--- config.mk ---
export PLATFORM = sky130hd
export DESIGN_NAME = twt_front
export DESIGN_NICKNAME = d
export VERILOG_FILES = /design/src/sv/twt_pkg.sv /design/src/sv/twt_front.sv
export SDC_FILE = /design/constraint.sdc
export NUM_CORES = 1
export LEC_CHECK = 0
export BUFFER_PORTS_ARGS = -buffer_cell sky130_fd_sc_hd__buf_2
export CORE_AREA = 2 2 39 41
export DETAILED_ROUTE_END_ITERATION = 7
export DIE_AREA = 0 0 41 43
export REMOVE_ABC_BUFFERS = 1
export SYNTH_ARGS = -nofsm -noshare
export SYNTH_HDL_FRONTEND = slang
export SYNTH_SLANG_ARGS = --single-unit
--- constraint.sdc ---
create_clock -name vclk -period 0.9
set_input_delay 0.18 -clock vclk [all_inputs]
set_output_delay 0.18 -clock vclk [all_outputs]
set_load 0.05 [all_outputs]
--- src/sv/twt_pkg.sv ---
`default_nettype none
package twt_pkg;

  localparam int NODE_POOL_DEF  = 1024;
  localparam int MAX_LENGTH_DEF = 255;
  localparam int ALPHABET       = 26;
  localparam int LANE_W         = 5;
  localparam int QUEUE_DEPTH    = 4;

  localparam logic [2:0] FN_INSERT  = 3'd0;
  localparam logic [2:0] FN_SEARCH  = 3'd1;
  localparam logic [2:0] FN_PREFIX  = 3'd2;
  localparam logic [2:0] FN_LONGEST = 3'd3;
  localparam logic [2:0] FN_CLEAR   = 3'd4;

  localparam logic [7:0] CH_A = 8'h61;
  localparam logic [7:0] CH_Z = 8'h7a;

  // one classified item
  typedef struct packed {
    logic [2:0]        func;
    logic              walk;      // letter present and func walks the trie
    logic              bad_char;  // walk with a byte outside a..z
    logic [LANE_W-1:0] lane;
    logic              last;
  } cmd_t;

  typedef struct packed {
    logic        ok;
    logic [7:0]  match_length;
    logic [9:0]  words_stored;
    logic [10:0] nodes_used;
  } res_t;

endpackage
`default_nettype wire

--- src/sv/twt_front.sv ---
`default_nettype none
module twt_front (
  input  wire logic          in_valid,
  output logic               in_ready,
  input  wire logic [2:0]    in_func,
  input  wire logic [7:0]    in_letter,
  input  wire logic          in_has_letter,
  input  wire logic          in_last,
  output logic               push,
  output twt_pkg::cmd_t      cmd,
  input  wire logic          q_full
);

  logic is_letter;
  logic [7:0] ofs;

  always_comb begin
    is_letter    = (in_letter >= twt_pkg::CH_A) && (in_letter <= twt_pkg::CH_Z);
    ofs          = in_letter - twt_pkg::CH_A;
    cmd.func     = in_func;
    cmd.walk     = in_has_letter && (in_func <= twt_pkg::FN_LONGEST);
    cmd.bad_char = cmd.walk && !is_letter;
    cmd.lane     = ofs[twt_pkg::LANE_W-1:0];
    cmd.last     = in_last;
    in_ready     = !q_full;
    push         = in_valid && !q_full;
  end

endmodule
`default_nettype wire

# Yosys cells after proc, flatten, opt, wreduce, memory -nomap -nowiden
# Cells that the tools add are included.
# totals
regBits,0
input_bits,15
out_inout_bits,13
wordCells,10
# op_classes
addsub,1
n_lt_le_gt_ge,3
reduce_logical,6
# ops
op,count
$ge A8 B7 Y1 const B,1
$le A8 B7 Y1 const B,1
$sub A5 B1 Y5 const B,1
$logic_and A1 B1 Y1,4
$le A3 B2 Y1 const B,1
$logic_not A1 Y1,2

# Longest topological paths before layout
# Gate-level depths: netlist of the first run.
# logic_depth
word_depth,4
depth_mapped,5
mapped_depth_nobuf,5

# Least setup slack after synthesis of the first run
# No wires, ideal clock.
# synth_path
path_kind,input -> output
from,input in_letter[0]
to,output cmd[5] in the netlist's numbering
arrival_ns,1.749
t_required_ns,0.720
setup_slack_ns,-1.029
path_stages,4
path_buffers,0
cell_sequence,inv_1 ha_1 nor3b_2 xor2_1
# synth_lines
item,line_no,rtl
start: declaration,twt_front.sv:6,"input wire logic [7:0] in_letter,"
end: declaration,twt_front.sv:10,"output twt_pkg::cmd_t cmd,"

==> impl_metrics.tcl, run 1 <==
set metrics [dict create \
    status "finished, violations left" \
    violations "setup timing" \
    dieWidth_um 41 \
    worstPathRequired_ns 0.72 \
    drt-total-wl_um 600 \
    grt_use_met3_pct 0.524 \
    setup_ws_ns -0.317 \
    p_per_area_nw_per_um2 710 \
    synth.area.top_cells "ha_1, buf_4, xor2_1, inv_1, nor2b_1" \
    die_area_sq_um 1760 \
    dpl-instance-area_sq_um 315 \
    design.seq.count 0 \
    io-pin-count 28 \
    diodes 0 \
    setup_viol 4 \
    viasPerCell 3.77 \
    final-max-slew-violation-count 0 \
    use_met2_pct 11.3 \
    areaGrowthSynthToFinish_pct 146 \
    slew_headroom_pct 83.4 \
    grt_pass1_wl_um 696 \
    synthesis.area_sq_um 178 \
    grt_pass1_vias 208 \
    max_freq_mhz 822 \
    grtUsageMet1_pct 4.75 \
    ys_types 13 \
    end_kind "primary output" \
    cp_max_fo 3 \
    drc_errors 0 \
    fin_nets 70 \
    route.vias.total 249 \
    design_area_sq_um 438 \
    cts_hold_buffers 0 \
    yosysWarnings 0 \
    rsz0062_at_grt "true" \
    vdd_drop_max_v 0.000159 \
    power_mw 0.311 \
    critPathKind "input port to primary output" \
    grt_max_degree 5 \
    antenna_found_initial 0 \
    ff_latch_area_sq_um 0 \
    drive_above_1_share_pct 74.0 \
    drv_cap 0 \
    final-hold-violation-count 0 \
    grt-ovfl-total 0 \
    synth_largest_area_cell "ha_1" \
    drt_iter0_drc 0 \
    drt_first_pass_iters 1 \
    syn_avg_cell_area_sq_um 7.11 \
    syn_inst 25 \
    synth_top_area_share_pct 21.1 \
    tightest_slew_ns 0.250 \
    ys_top_cells_by_count "buf_4, inv_1, ha_1, xor2_1" \
    initial_core_util_pct 12.8 \
    gp_congestion 0.515 \
    n_clock_buffer 0 \
    drtAntennaViolNets 0 \
    die_y_um 43 \
    min_path_type "input port to primary output" \
    rows 14 \
    grtUsageTotal_pct 5.19 \
    core_sq_um 1380 \
    worstPathArrival_ns 1.04 \
    routedWlPerCell_um 9.09 \
    ys_seq_area_share_pct 0 \
    post-dp-hpwl_um 424 \
    worstSetupStartpointType "input port" \
    p_leak_nw 0.238 \
    period_share_pct 135 \
    port_buffers 22 \
    top_usage_layer "met2" \
    min_period_ns 1.22 \
]
-- critical path: stages --
cell	delay, ns
buf_8	0.11
buf_4	0.14
nor2b_1	0.13
o2111ai_1	0.20
nand3_2	0.12
buf_8	0.16
-- final cells by class --
| class | count | area [sq um] |
|---|---|---|
| tap | 16 | 20.0 |
| multi-input combinational | 17 | 169 |
| timing repair buffer | 29 | 224 |
| inverter | 4 | 25.0 |
| fill | 153 | 946 |
-- power breakdown --
group	switching, mW	internal (mW)	total (mW)
Combinational	0.184	0.127	0.311
Clock	0	0	0
Sequential	0	0	0
-- layout by cell type (no fill, tap or decap), drive strengths merged --
cell type,synthesis,layout
nor3b,1,1
nor3,1,1
nor2b,2,2
and2b,1,1
o2111ai,1,1
buf,4,29
inv,4,4
o21ai,1,1
ha,3,3
nand3,2,2
nor2,1,1
xor2,3,3
nand2,1,1
-- stage by stage --
step	hold slack, ns	utilization (%)	std cells	TNS (ns)	setup WS (ns)
global route	0.360	31.6	66	-1.39	-0.388
CTS	0.360	29.3	65	-1.05	-0.325
detailed placement	0.360	22.8	64	-1.89	-0.503
finish	0.360	31.6	66	-1.17	-0.317
floorplan	0.360	-	21	-3.60	-1.03
global placement	0.360	22.8	64	-1.83	-0.490
-- what timing repair did --
action | CTS | global route
pin swaps | 4 | 3
setup endpoints to repair | 6 | 6
buffers inserted | 1 | 1
resized for setup | 24 | 7
-- path summary, 6_finish.rpt --
path | start | slack [ns] | end | cells past startpoint
setup / recovery | in_letter[1] | -0.32 | cmd[6] | 6
hold / removal | in_last | 0.36 | cmd[0] | 0
-- logic make-up after synthesis --
kind of cell / after synthesis / share of synthesized area [%]
simple gates: 9 / 31.0
buf+inv: 8 / 25.4
xor+xnor: 3 / 14.8
fa+ha+maj: 3 / 21.1
compound gates: 2 / 7.74
-- metal layers --
metal	wire length, um	up-vias
met5	0	-
met4	0	0
met3	36	0
met2	369	10
met1	194	111
li1	-	128
No activity file was read; power rests on OpenSTA's default activity.
==> run 2, diff against run 1 <==
Clock period 0.9 ns to 1.23 ns, I/O delays scaled along.
==> run 2 against run 1 <==
  * The run still ends with setup timing left
  * Wire length down 8.8%
  * Final area down 6.3%
  * Die area unchanged
  * Sequential share of layout area unchanged
  * Global-route usage down 0.60 points
==> impl_metrics.tcl, run 2 (synthesis gave the netlist of run 1 again) <==
set metrics [dict create \
    diodes 0 \
    design.seq.count 0 \
    layout.cells.most_common_list "buf_2, buf_4, xor2_1, buf_8" \
    drt_iter0_drc 0 \
    grt_pass1_vias 179 \
    drtAntennaViolNets 0 \
    power_frac_comb_pct 100.0 \
    worstPathArrival_ns 1.12 \
    vdd_drop_max_v 0.000131 \
    ff_latch_area_sq_um 0 \
    hold_path_end "cmd[0]" \
    fillers 158 \
    p_per_area_nw_per_um2 508 \
    core_sq_um 1380 \
    drive_above_1_share_pct 72.0 \
    drt_first_pass_iters 1 \
    switchingPower_mw 0.129 \
    p_leak_nw 0.229 \
    design_area_sq_um 410 \
    end_kind "primary output" \
    areaGrowthSynthToFinish_pct 131 \
    dieWidth_um 41 \
    drt-total-wl_um 547 \
    drv_cap 0 \
    min_period_ns 1.37 \
    die_y_um 43 \
    cp_max_fo 3 \
    violations "setup timing" \
    rsz0062_at_grt "true" \
    max_freq_mhz 729 \
    power_mw 0.209 \
    critPathKind "input port to primary output" \
    setup_viol 4 \
    rows 14 \
    fin_nets 70 \
    utilization_pct 29.7 \
    min_from "in_last" \
    layout_commonest_cell "buf_2" \
    seqPwrFrac_pct 0 \
    n_clock_buffer 0 \
    antenna_found_initial 0 \
    dpl-instance-area_sq_um 315 \
    internal_power_mw 0.0797 \
    port_buffers 22 \
    cts_hold_buffers 0 \
    worstSetupStartpointType "input port" \
    gp_congestion 0.519 \
    power.share.clock_pct 0 \
    worstPathRequired_ns 0.98 \
    post-dp-hpwl_um 444 \
    io-pin-count 28 \
    min_path_type "input port to primary output" \
    grt_max_degree 5 \
    sw_frac_of_total_pct 61.8 \
    setup_ws_ns -0.141 \
    multi_input_area_sq_um 164 \
    slew_headroom_pct 83.5 \
    final-max-slew-violation-count 0 \
    final-hold-violation-count 0 \
    routedWlPerCell_um 8.29 \
    grtUsageTotal_pct 4.60 \
    grt-ovfl-total 0 \
    viasPerCell 3.86 \
    period_share_pct 111 \
    place_ws_ns -0.292 \
    drc_errors 0 \
    route.vias.total 255 \
    status "finished, violations left" \
    holdPathStages 0 \
    die_area_sq_um 1760 \
    tightest_slew_ns 0.249 \
    grt_pass1_wl_um 607 \
    initial_core_util_pct 12.8 \
]
run 2: power by group through the flow:
stage	sequential (mW)	clock (mW)	combinational, mW
global placement	0	0	0.172
finish	0	0	0.209
CTS	0	0	0.199
detailed placement	0	0	0.173
global route	0	0	0.220
floorplan	0	0	0.104
run 2: how the worst max path moves through the flow:
stage	cells past startpoint	start	to	slack, ns
2_1_floorplan	4	in_letter[0]	cmd[5]	-0.83
3_3_place_gp	6	in_letter[0]	cmd[5]	-0.28
3_5_place_dp	6	in_letter[0]	cmd[5]	-0.29
4_1_cts	6	in_letter[1]	cmd[5]	-0.12
5_1_grt	6	in_letter[0]	cmd[5]	-0.22
6_report	6	in_letter[0]	cmd[5]	-0.14
run 2: layout make-up:
type	instances	area share, %
repair buffers	29	49.7
multi-input cells	17	39.9
inverters	4	5.49
well taps	16	4.88
run 2: per-layer routing:
layer | GRT usage (%) | part of all wire [%]
met4 | 0 | 0
met5 | 0 | 0
met3 | 0.524 | 7.1
met1 | 3.16 | 31
met2 | 10.9 | 62
run 2: timing repair:
| action | in CTS | in global routing |
|---|---|---|
| pin swaps | 2 | 5 |
| setup buffers | 1 | 1 |
| endpoints found under the setup margin | 5 | 4 |
| gates resized for setup | 16 | 6 |
run 2: worst max-delay path, cell delays in order:
cell	delay, ns
buf_8	0.10
inv_6	0.05
ha_4	0.13
nor3b_4	0.20
xor2_1	0.18
buf_4	0.22
run 2: metrics by stage:
step           hold WS (ns)  TNS (ns)  cells
2_1_floorplan         0.492     -2.44     21
5_1_grt               0.492    -0.615     66
3_3_place_gp          0.492    -0.735     64
3_5_place_dp          0.492    -0.779     64
6_report              0.492    -0.363     66
4_1_cts               0.492    -0.291     65
