File: src/sv/twt_pkg.sv
`default_nettype none
package twt_pkg;

  localparam int NODE_POOL_DEF  = 1024;
  localparam int MAX_LENGTH_DEF = 255;
  localparam int ALPHABET       = 26;
  localparam int LANE_W         = 5;
  localparam int QUEUE_DEPTH    = 4;

  localparam logic [2:0] FN_INSERT  = 3'd0;
  localparam logic [2:0] FN_SEARCH  = 3'd1;
  localparam logic [2:0] FN_PREFIX  = 3'd2;
  localparam logic [2:0] FN_LONGEST = 3'd3;
  localparam logic [2:0] FN_CLEAR   = 3'd4;

  localparam logic [7:0] CH_A = 8'h61;
  localparam logic [7:0] CH_Z = 8'h7a;

  // one classified item
  typedef struct packed {
    logic [2:0]        func;
    logic              walk;      // letter present and func walks the trie
    logic              bad_char;  // walk with a byte outside a..z
    logic [LANE_W-1:0] lane;
    logic              last;
  } cmd_t;

  typedef struct packed {
    logic        ok;
    logic [7:0]  match_length;
    logic [9:0]  words_stored;
    logic [10:0] nodes_used;
  } res_t;

endpackage
`default_nettype wire

File: src/sv/twt_fifo.sv
`default_nettype none
module twt_fifo (
  input  wire logic          clk,
  input  wire logic          rst_n,
  input  wire logic          push,
  input  twt_pkg::cmd_t      wdata,
  output logic               full,
  input  wire logic          pop,
  output twt_pkg::cmd_t      rdata,
  output logic               not_empty
);

  localparam int AW = $clog2(twt_pkg::QUEUE_DEPTH);

  twt_pkg::cmd_t  slots_r [twt_pkg::QUEUE_DEPTH];
  logic [AW:0]    wp_r, rp_r;

  always_comb begin
    not_empty = (wp_r != rp_r);
    full      = (wp_r[AW-1:0] == rp_r[AW-1:0]) && (wp_r[AW] != rp_r[AW]);
    rdata     = slots_r[rp_r[AW-1:0]];
  end

  always_ff @(posedge clk) begin
    if (!rst_n) begin
      wp_r <= '0;
      rp_r <= '0;
    end else begin
      if (push) wp_r <= wp_r + 1'b1;
      if (pop)  rp_r <= rp_r + 1'b1;
    end
  end

  always_ff @(posedge clk) begin
    if (push) slots_r[wp_r[AW-1:0]] <= wdata;
  end

endmodule
`default_nettype wire

File: config.mk
export PLATFORM = sky130hd
export DESIGN_NAME = twt_fifo
export DESIGN_NICKNAME = d
export VERILOG_FILES = /design/src/sv/twt_pkg.sv /design/src/sv/twt_fifo.sv
export SDC_FILE = /design/constraint.sdc
export NUM_CORES = 1
export LEC_CHECK = 0
export BUFFER_PORTS_ARGS = -buffer_cell sky130_fd_sc_hd__buf_2
export CAP_MARGIN = 20
export CORE_MARGIN = 10
export CORE_UTILIZATION = 30
export CTS_CLUSTER_DIAMETER = 40
export CTS_CLUSTER_SIZE = 16
export DETAILED_ROUTE_END_ITERATION = 10
export SETUP_SLACK_MARGIN = 0.4
export SLEW_MARGIN = 10
export SYNTH_ARGS = -nofsm -noshare
export SYNTH_HDL_FRONTEND = slang
export SYNTH_SLANG_ARGS = --single-unit
File: constraint.sdc
create_clock -name clk -period 3.85 [get_ports clk]
set_input_delay 0.77 -clock clk [delete_from_list [all_inputs] [get_ports clk]]
set_output_delay 0.77 -clock clk [all_outputs]
set_load 0.1 [all_outputs]
Yosys cells after proc, flatten, opt, wreduce, memory -nomap -nowiden
Memory sizes are Yosys's and may differ from the RTL's. A register that Yosys moved wholly into a read port is not among the register bits. Cells that the tools add are included.

Bits in registers: 6. Bits in latches: 0. Memory bits (writable): 44. Memory bits (read-only): 0. Input bits: 15. Output and inout port bits: 13. Logic and storage cells: 13. Memories: 1.

Memories: slots_r (words 4, bits a word 11, read ports 1, clocked after Yosys merged registers in 1, wr ports 1, line twt_fifo.sv:15) `twt_pkg::cmd_t slots_r [twt_pkg::QUEUE_DEPTH];`.

Add/subtract/negate cells: 2. $mul: 0. Divide/modulo/power cells: 0. Order comparisons: 0. Equal/unequal tests: 3. Shifts and indexed selects: 0. Muxes and demuxes: 4. Bitwise gates (word level): 0. Reduce and logical (&&, ||, !) cells: 1.

Operators by type and width (count): 3-bit by 1-bit adder with 3-bit output, second input constant (2); 2-bit 2-to-1 mux (2); 3-bit inequality test (1); 2-bit equality test (1); 1-bit 2-to-1 mux (2); 1-bit logical AND (1); 1-bit inequality test (1).

Depth between registers and ports, before layout
Gate-level depths: netlist of run 1.

Word-level depth: 3. Gate-level depth with buffers: 4. Gate-level depth less buffers: 4.

Worst setup path after synthesis of run 1
No wires, ideal clock.

Kind: register to output. From: register wp_r[0]. To: output port full. Arrival: 1.348 ns. Required time: 3.080 ns. Setup slack: 1.732 ns. Stages on the path, launching flop included: 3. Buffers on the path: 0. Cells stage by stage: dfxtp_1 xnor2_1 and3b_1.

Word-level cells in the longest chain between the ends: 2.

Ends and longest elaborated chain: from (decl) (line twt_fifo.sv:16) `logic [AW:0] wp_r, rp_r;`; from (signal assigned) (line twt_fifo.sv:29) `if (push) wp_r <= wp_r + 1'b1;`; 2-bit equality test (line twt_fifo.sv:20) `full = (wp_r[AW-1:0] == rp_r[AW-1:0]) && (wp_r[AW] != rp_r[AW]);`; 1-bit logical AND (line twt_fifo.sv:20); to (decl) (line twt_fifo.sv:7) `output logic full,`.

Every way passes these cells.

==> qor.yml, run 1 <==
status: "finished, final reports clean"
crit_family: "flip-flops"
tightest_slew_ns: 0.719
synth-adder-area-share_pct: 3.14
relSlewSlack_pct: 52.0
die-width_um: 102
fmax_mhz: 358
synth_top_family_by_area: "multiplexers"
initialDrtViolationCount: 37
syn_to_final_growth_pct: 14.9
dieArea_um2: 10300
ys_warn_count: 0
synth_cell_types: 17
synth.avg_cell_area_um2: 20.4
grt_max_degree: 17
hp-class: "reg2reg"
setup_viol: 0
worstPathCellList: "mux4_1, buf_2"
postCtsHoldBufs: 0
syn_area_um2: 1990
startpoint_type: "flip-flop"
cp-end-kind: "output port"
setup_tns_ns: 0
design_area_um2: 2290
cts_buffer_depth: 2
placed_cell_area_um2: 2200
syn_inst: 98
synthSimpleGateAreaFrac_pct: 3.64
slowest_stage: "dfxtp_1"
cts-buffers-inserted: 5
diodes: 0
htreeDepth: 2
synth_xor_area_share_pct: 2.20
dp_hpwl_um: 2490
p_leak_nw: 0.803
routabilityCongestion: 0.685
syn_nets: 118
ant_nets: 0
cts.sinks: 52
drtPass1Iterations: 4
drc_errors: 0
fin_skew_ns: 0.00398
drv_slew: 0
cts_tree: "done"
wl_per_cell_um: 17.2
drv_cap: 0
antenna_found_initial: 0
insertion_delay_ns: 0.29
grt_first_pass_wirelength_um: 5630
yosysSeqAreaShare_pct: 74.3
final.min_clock_period_ns: 2.79
grt_pass1_vias: 1097
synth-seq-cells: 52
ios: 28
required_ns: 3.08
row_count: 29
nFillCells: 612
min_path_cells: 2
crit_fanout: 11
io_buffers: 27
peakVddDrop_mv: 0.332
synth_top_area_share_pct: 66.2
cts_setup_buffers: 0
path_depth: 2
path_class: "reg2out"
path_clk_slew_ns: 0.08
ff2ff_path_depth: 2
grt_use_total_pct: 7.25
worstPathArrival_ns: 2.02
synth_area_leaders: "edfxtp_1 (66%), mux4_2 (11%), dfxtp_1 (8.0%)"
synth_area_leader_cell: "edfxtp_1"
fin_nets: 149
wirelength_um: 3570
die_h_um: 102
num_vias: 968
overflow: 0
max_stage_delay_ns: 0.79
p_per_area_nw_per_um2: 530
pre_cts_slack_ns: 1.29
drive_gt1_share_pct: 36.2
routed_via_density: 4.68
rsz0062_at_grt: "false"
hold_viol_final: 0
cts_resized: 0
path_buf_inv: 1
synth_mux_area_share_pct: 13.6
fin_ws_ns: 1.06
synth_compound_area_share_pct: 1.51
initial_core_util_pct: 31.2
timing.final.crit_share_pct: 72.6
core_area_um2: 6390
cts_root_buffer: "clkbuf_8"
==> cells by family (layout without fill, tap and decap cells) <==
logic type      after synthesis  in the layout
compound gates                4              4
xor+xnor                      5              5
fa+ha+maj                     5              5
buf+inv                       6             38
flops                        52             52
mux                          13             13
simple gates                 13             13
==> Yosys cell counts, drive strengths merged <==
master,number
mux4,11
dfxtp,8
edfxtp,44
nor2,5
a21oi,2
buf,3
nand3b,2
and3b,1
nand3,1
and2,4
inv,3
xnor2,5
a21bo,2
mux2i,2
ha,5
==> final cells by class <==
class / instances / area (um2) / area share, %
Clock buffer: 5 / 68.8 / 3.00
Sequential cell: 52 / 1480 / 64.6
Inverter: 3 / 11.3 / 0.491
Multi-Input combinational cell: 40 / 480 / 21.0
Tap cell: 77 / 96.3 / 4.20
Clock inverter: 3 / 18.8 / 0.819
Timing Repair Buffer: 27 / 135 / 5.90
==> worst min-delay path, delay by kind of cell (launching register included) <==
kind,cells,cell delay [ns]
DFF,1,0.37
xor gates and xnor gates,1,0.15
and+or+nand+nor,1,0.03
==> power breakdown <==
| group | total, mW | internal, mW | switching [mW] |
|---|---|---|---|
| Sequential | 0.660 | 0.639 | 0.0207 |
| Combinational | 0.261 | 0.0575 | 0.204 |
| Clock | 0.294 | 0.127 | 0.167 |
| Total | 1.22 | 0.824 | 0.391 |
==> per-stage QoR <==
stage	hold slack [ns]	power, mW	utilization (%)	instances
after floorplan	0.530	0.890	-	98
after global placement	0.550	0.931	34.5	199
after detailed placement	0.575	0.938	34.5	199
after CTS	0.589	1.23	35.9	207
after global routing	0.628	1.27	35.9	207
final	0.593	1.22	35.9	207
==> per-layer routing <==
layer / part of all wire [%] / wire, um / vias up / GRT usage [%]
li1: - / - / 444 / -
met1: 44 / 1560 / 483 / 8.77
met2: 49 / 1740 / 37 / 11.4
met3: 6.6 / 237 / 4 / 2.79
met4: 0.90 / 32 / 0 / 2.89
met5: 0 / 0 / - / 0
==> worst paths after layout <==
path              startpoint       endpoint  slack [ns]
setup / recovery   flip-flop      rdata[10]        1.06
hold / removal       wp_r[0]        wp_r[0]        0.59
setup reg to reg     wp_r[1]  slots_r[3][4]        2.31
hold reg to reg      wp_r[0]        wp_r[0]        0.59
==> flip-flops by register name (all words and copies together), names as in the netlist, named ones only <==
name	count
slots_r	44
wp_r	3
rp_r	3
==> cells in the final DEF, fill, tap and decap left out <==
master and count:
edfxtp_1 44, buf_2 27, mux4_2 10, dfxtp_1 8, xnor2_1 5, nor2_1 5
ha_1 5, clkbuf_8 5, and2_1 4, inv_1 3, mux2i_1 2, a21bo_2 2
nand3b_1 2, a21oi_1 2, clkinv_2 2, mux4_1 1, nand3_1 1, and3b_1 1
clkinv_4 1
No activity file was read; power rests on OpenSTA's default activity.
==> run 2: changes to the inputs <==
==> constraint.sdc (replaced) <==
create_clock -name clk -period 2.59 [get_ports clk]
set_input_delay 0.518 -clock clk [delete_from_list [all_inputs] [get_ports clk]]
set_output_delay 0.518 -clock clk [all_outputs]
set_load 0.1 [all_outputs]
==> qor.yml, run 2 (synthesis results as in run 1) <==
syn_to_final_growth_pct: 18.3  # was 14.9%
worstPathCellList: "buf_8, mux4_2, buf_4"  # was mux4_1, buf_2
post-route-util_pct: 36.9  # was 35.9%
slowest_stage: "mux4_2"  # was dfxtp_1
setup_viol: 0  # unchanged
hp-class: "in2reg"  # was reg2reg
dp_hpwl_um: 2540  # was 2490 um
crit_fanout: 8  # was 11
cts-buffers-inserted: 5  # unchanged
final.min_clock_period_ns: 2.11
die_h_um: 102  # unchanged
dieArea_um2: 10300  # unchanged
p_sw_uw: 601  # was 391 uW
status: "finished, final reports clean"  # unchanged
pwr-share-comb_pct: 22.8  # was 21.5%
seq_power_share_pct: 52.6  # was 54.3%
grt_use_total_pct: 7.19  # was 7.25%
ios: 28  # unchanged
postCtsHoldBufs: 0  # unchanged
num_vias: 952  # was 968
diodes: 0  # unchanged
setup_tns_ns: 0  # unchanged
hold_viol_final: 0  # unchanged
fmax_mhz: 474
swShare_pct: 32.4  # was 32.2%
insertion_delay_ns: 0.30  # was 0.29 ns
drive_gt1_share_pct: 38.2  # was 36.2%
row_count: 29  # unchanged
grt_max_degree: 18  # was 17
max_stage_delay_ns: 0.50  # was 0.79 ns
wl_per_cell_um: 16.9  # was 17.2 um
grt_pass1_vias: 1102  # was 1097
startpoint_type: "flip-flop"  # unchanged
peakVddDrop_mv: 0.408  # was 0.332 mV
initial_core_util_pct: 31.2  # unchanged
cts.sinks: 52  # unchanged
cts_tree: "done"  # unchanged
core_area_um2: 6390  # unchanged
fin_nets: 150  # was 149
overflow: 0  # unchanged
cts_root_buffer: "clkbuf_8"  # unchanged
drtPass1Iterations: 4  # unchanged
ant_nets: 0  # unchanged
htreeDepth: 2  # unchanged
grt_first_pass_wirelength_um: 5690  # was 5630 um
drc_errors: 0  # unchanged
fin_skew_ns: 0.00980  # was 0.00398 ns
relSlewSlack_pct: 59.2  # was 52.0%
wirelength_um: 3520  # was 3570 um
cts_buffer_depth: 2  # unchanged
clkPwrFrac_pct: 24.6  # was 24.2%
path_class: "reg2out"  # unchanged
ff2ff_path_depth: 2  # unchanged
mostFrequentLayoutCells: "edfxtp_1 (44), buf_2 (19), mux4_2 (10), buf_6 (6), dfxtp_1 (6)"  # was edfxtp_1 (44), buf_2 (27), mux4_2 (10), dfxtp_1 (8)
min_path_cells: 1  # was 2
p_per_area_nw_per_um2: 787  # was 530 nW/um2
routed_via_density: 4.58  # was 4.68
timing.final.crit_share_pct: 81.5
routabilityCongestion: 0.692  # was 0.685
required_ns: 2.07  # was 3.08 ns
p_leak_nw: 0.826  # was 0.803 nW
io_buffers: 27  # unchanged
rsz0062_at_grt: "false"  # unchanged
drv_cap: 0  # unchanged
cts_setup_buffers: 0  # unchanged
drv_slew: 0  # unchanged
tightest_slew_ns: 0.612  # was 0.719 ns
path_clk_slew_ns: 0.10  # was 0.08 ns
cp-end-kind: "output port"  # unchanged
layout_commonest_cell: "edfxtp_1"  # unchanged
die-width_um: 102  # unchanged
nFillCells: 598  # was 612
initialDrtViolationCount: 39  # was 37
antenna_found_initial: 0  # unchanged
largest_reg_flops: 44  # unchanged
intPower_mw: 1.26  # was 824 uW
worstPathArrival_ns: 1.59  # was 2.02 ns
run 2: cell count changes in the layout (fill, tap and decap cells not counted):
cell,delta
buf_8,+1
buf_2,-8
dfxtp_4,+1
inv_6,+1
dfxtp_1,-2
buf_6,+6
clkinv_2,-1
dfxtp_2,+1
buf_4,+2
run 2: worst paths after layout:
kind | start | end | slack [ns]
max | flip-flop | rdata[2] | 0.48
min | wdata[4] | slots_r[2][4] | 0.43
max reg2reg | wp_r[0] | slots_r[3][10] | 1.00
min reg2reg | rp_r[2] | rp_r[2] | 0.58
run 2: worst max-delay path: cells and delay by family, from the launching register on:
family,cells,cell delay [ns]
mux,1,0.50
buf+inv,2,0.41
flops,1,0.40
run 2: power groups by stage:
stage          Sequential (mW)  Combinational (mW)  Clock (mW)
5_1_grt                  0.982               0.446       0.513
4_1_cts                  0.977               0.426       0.470
6_report                 0.976               0.423       0.457
2_1_floorplan            0.982               0.341           0
3_5_place_dp             0.995               0.402           0
3_3_place_gp             0.992               0.397           0
run 2: through the flow:
| stage | hold slack [ns] | total power [mW] | setup slack, ns | cell area, um2 | cells |
|---|---|---|---|---|---|
| 2_1_floorplan | 0.530 | 1.32 | 0.724 | 1990 | 98 |
| 3_3_place_gp | 0.551 | 1.39 | 0.555 | 2210 | 200 |
| 3_5_place_dp | 0.574 | 1.40 | 0.500 | 2210 | 200 |
| 4_1_cts | 0.421 | 1.87 | 0.368 | 2350 | 208 |
| 5_1_grt | 0.415 | 1.94 | 0.401 | 2360 | 208 |
| 6_report | 0.427 | 1.86 | 0.478 | 2360 | 208 |
run 2: layout make-up:
cell class | instances | area (um2) | share of cell area (%)
well taps | 77 | 96.3 | 4.08
clock buffers | 5 | 68.8 | 2.92
multi-input cells | 40 | 480 | 20.4
flip-flops and latches | 52 | 1490 | 63.0
repair buffers | 28 | 193 | 8.17
clock inverters | 3 | 22.5 | 0.955
inverters | 3 | 11.3 | 0.477
run 2: timing repair:
| item | 4_1_cts | 5_1_grt |
|---|---|---|
| pin swaps | 0 | 0 |
| cloned | 0 | 0 |
| endpoints found under the setup margin | 11 | 8 |
| gates resized for setup | 16 | 3 |
run 2: layer usage:
| layer | up-vias | track usage (%) | wire length [um] |
|---|---|---|---|
| met4 | 0 | 1.93 | 21 |
| li1 | 445 | - | - |
| met3 | 3 | 3.06 | 232 |
| met2 | 25 | 11.2 | 1640 |
| met5 | - | 0 | 0 |
| met1 | 479 | 8.92 | 1630 |
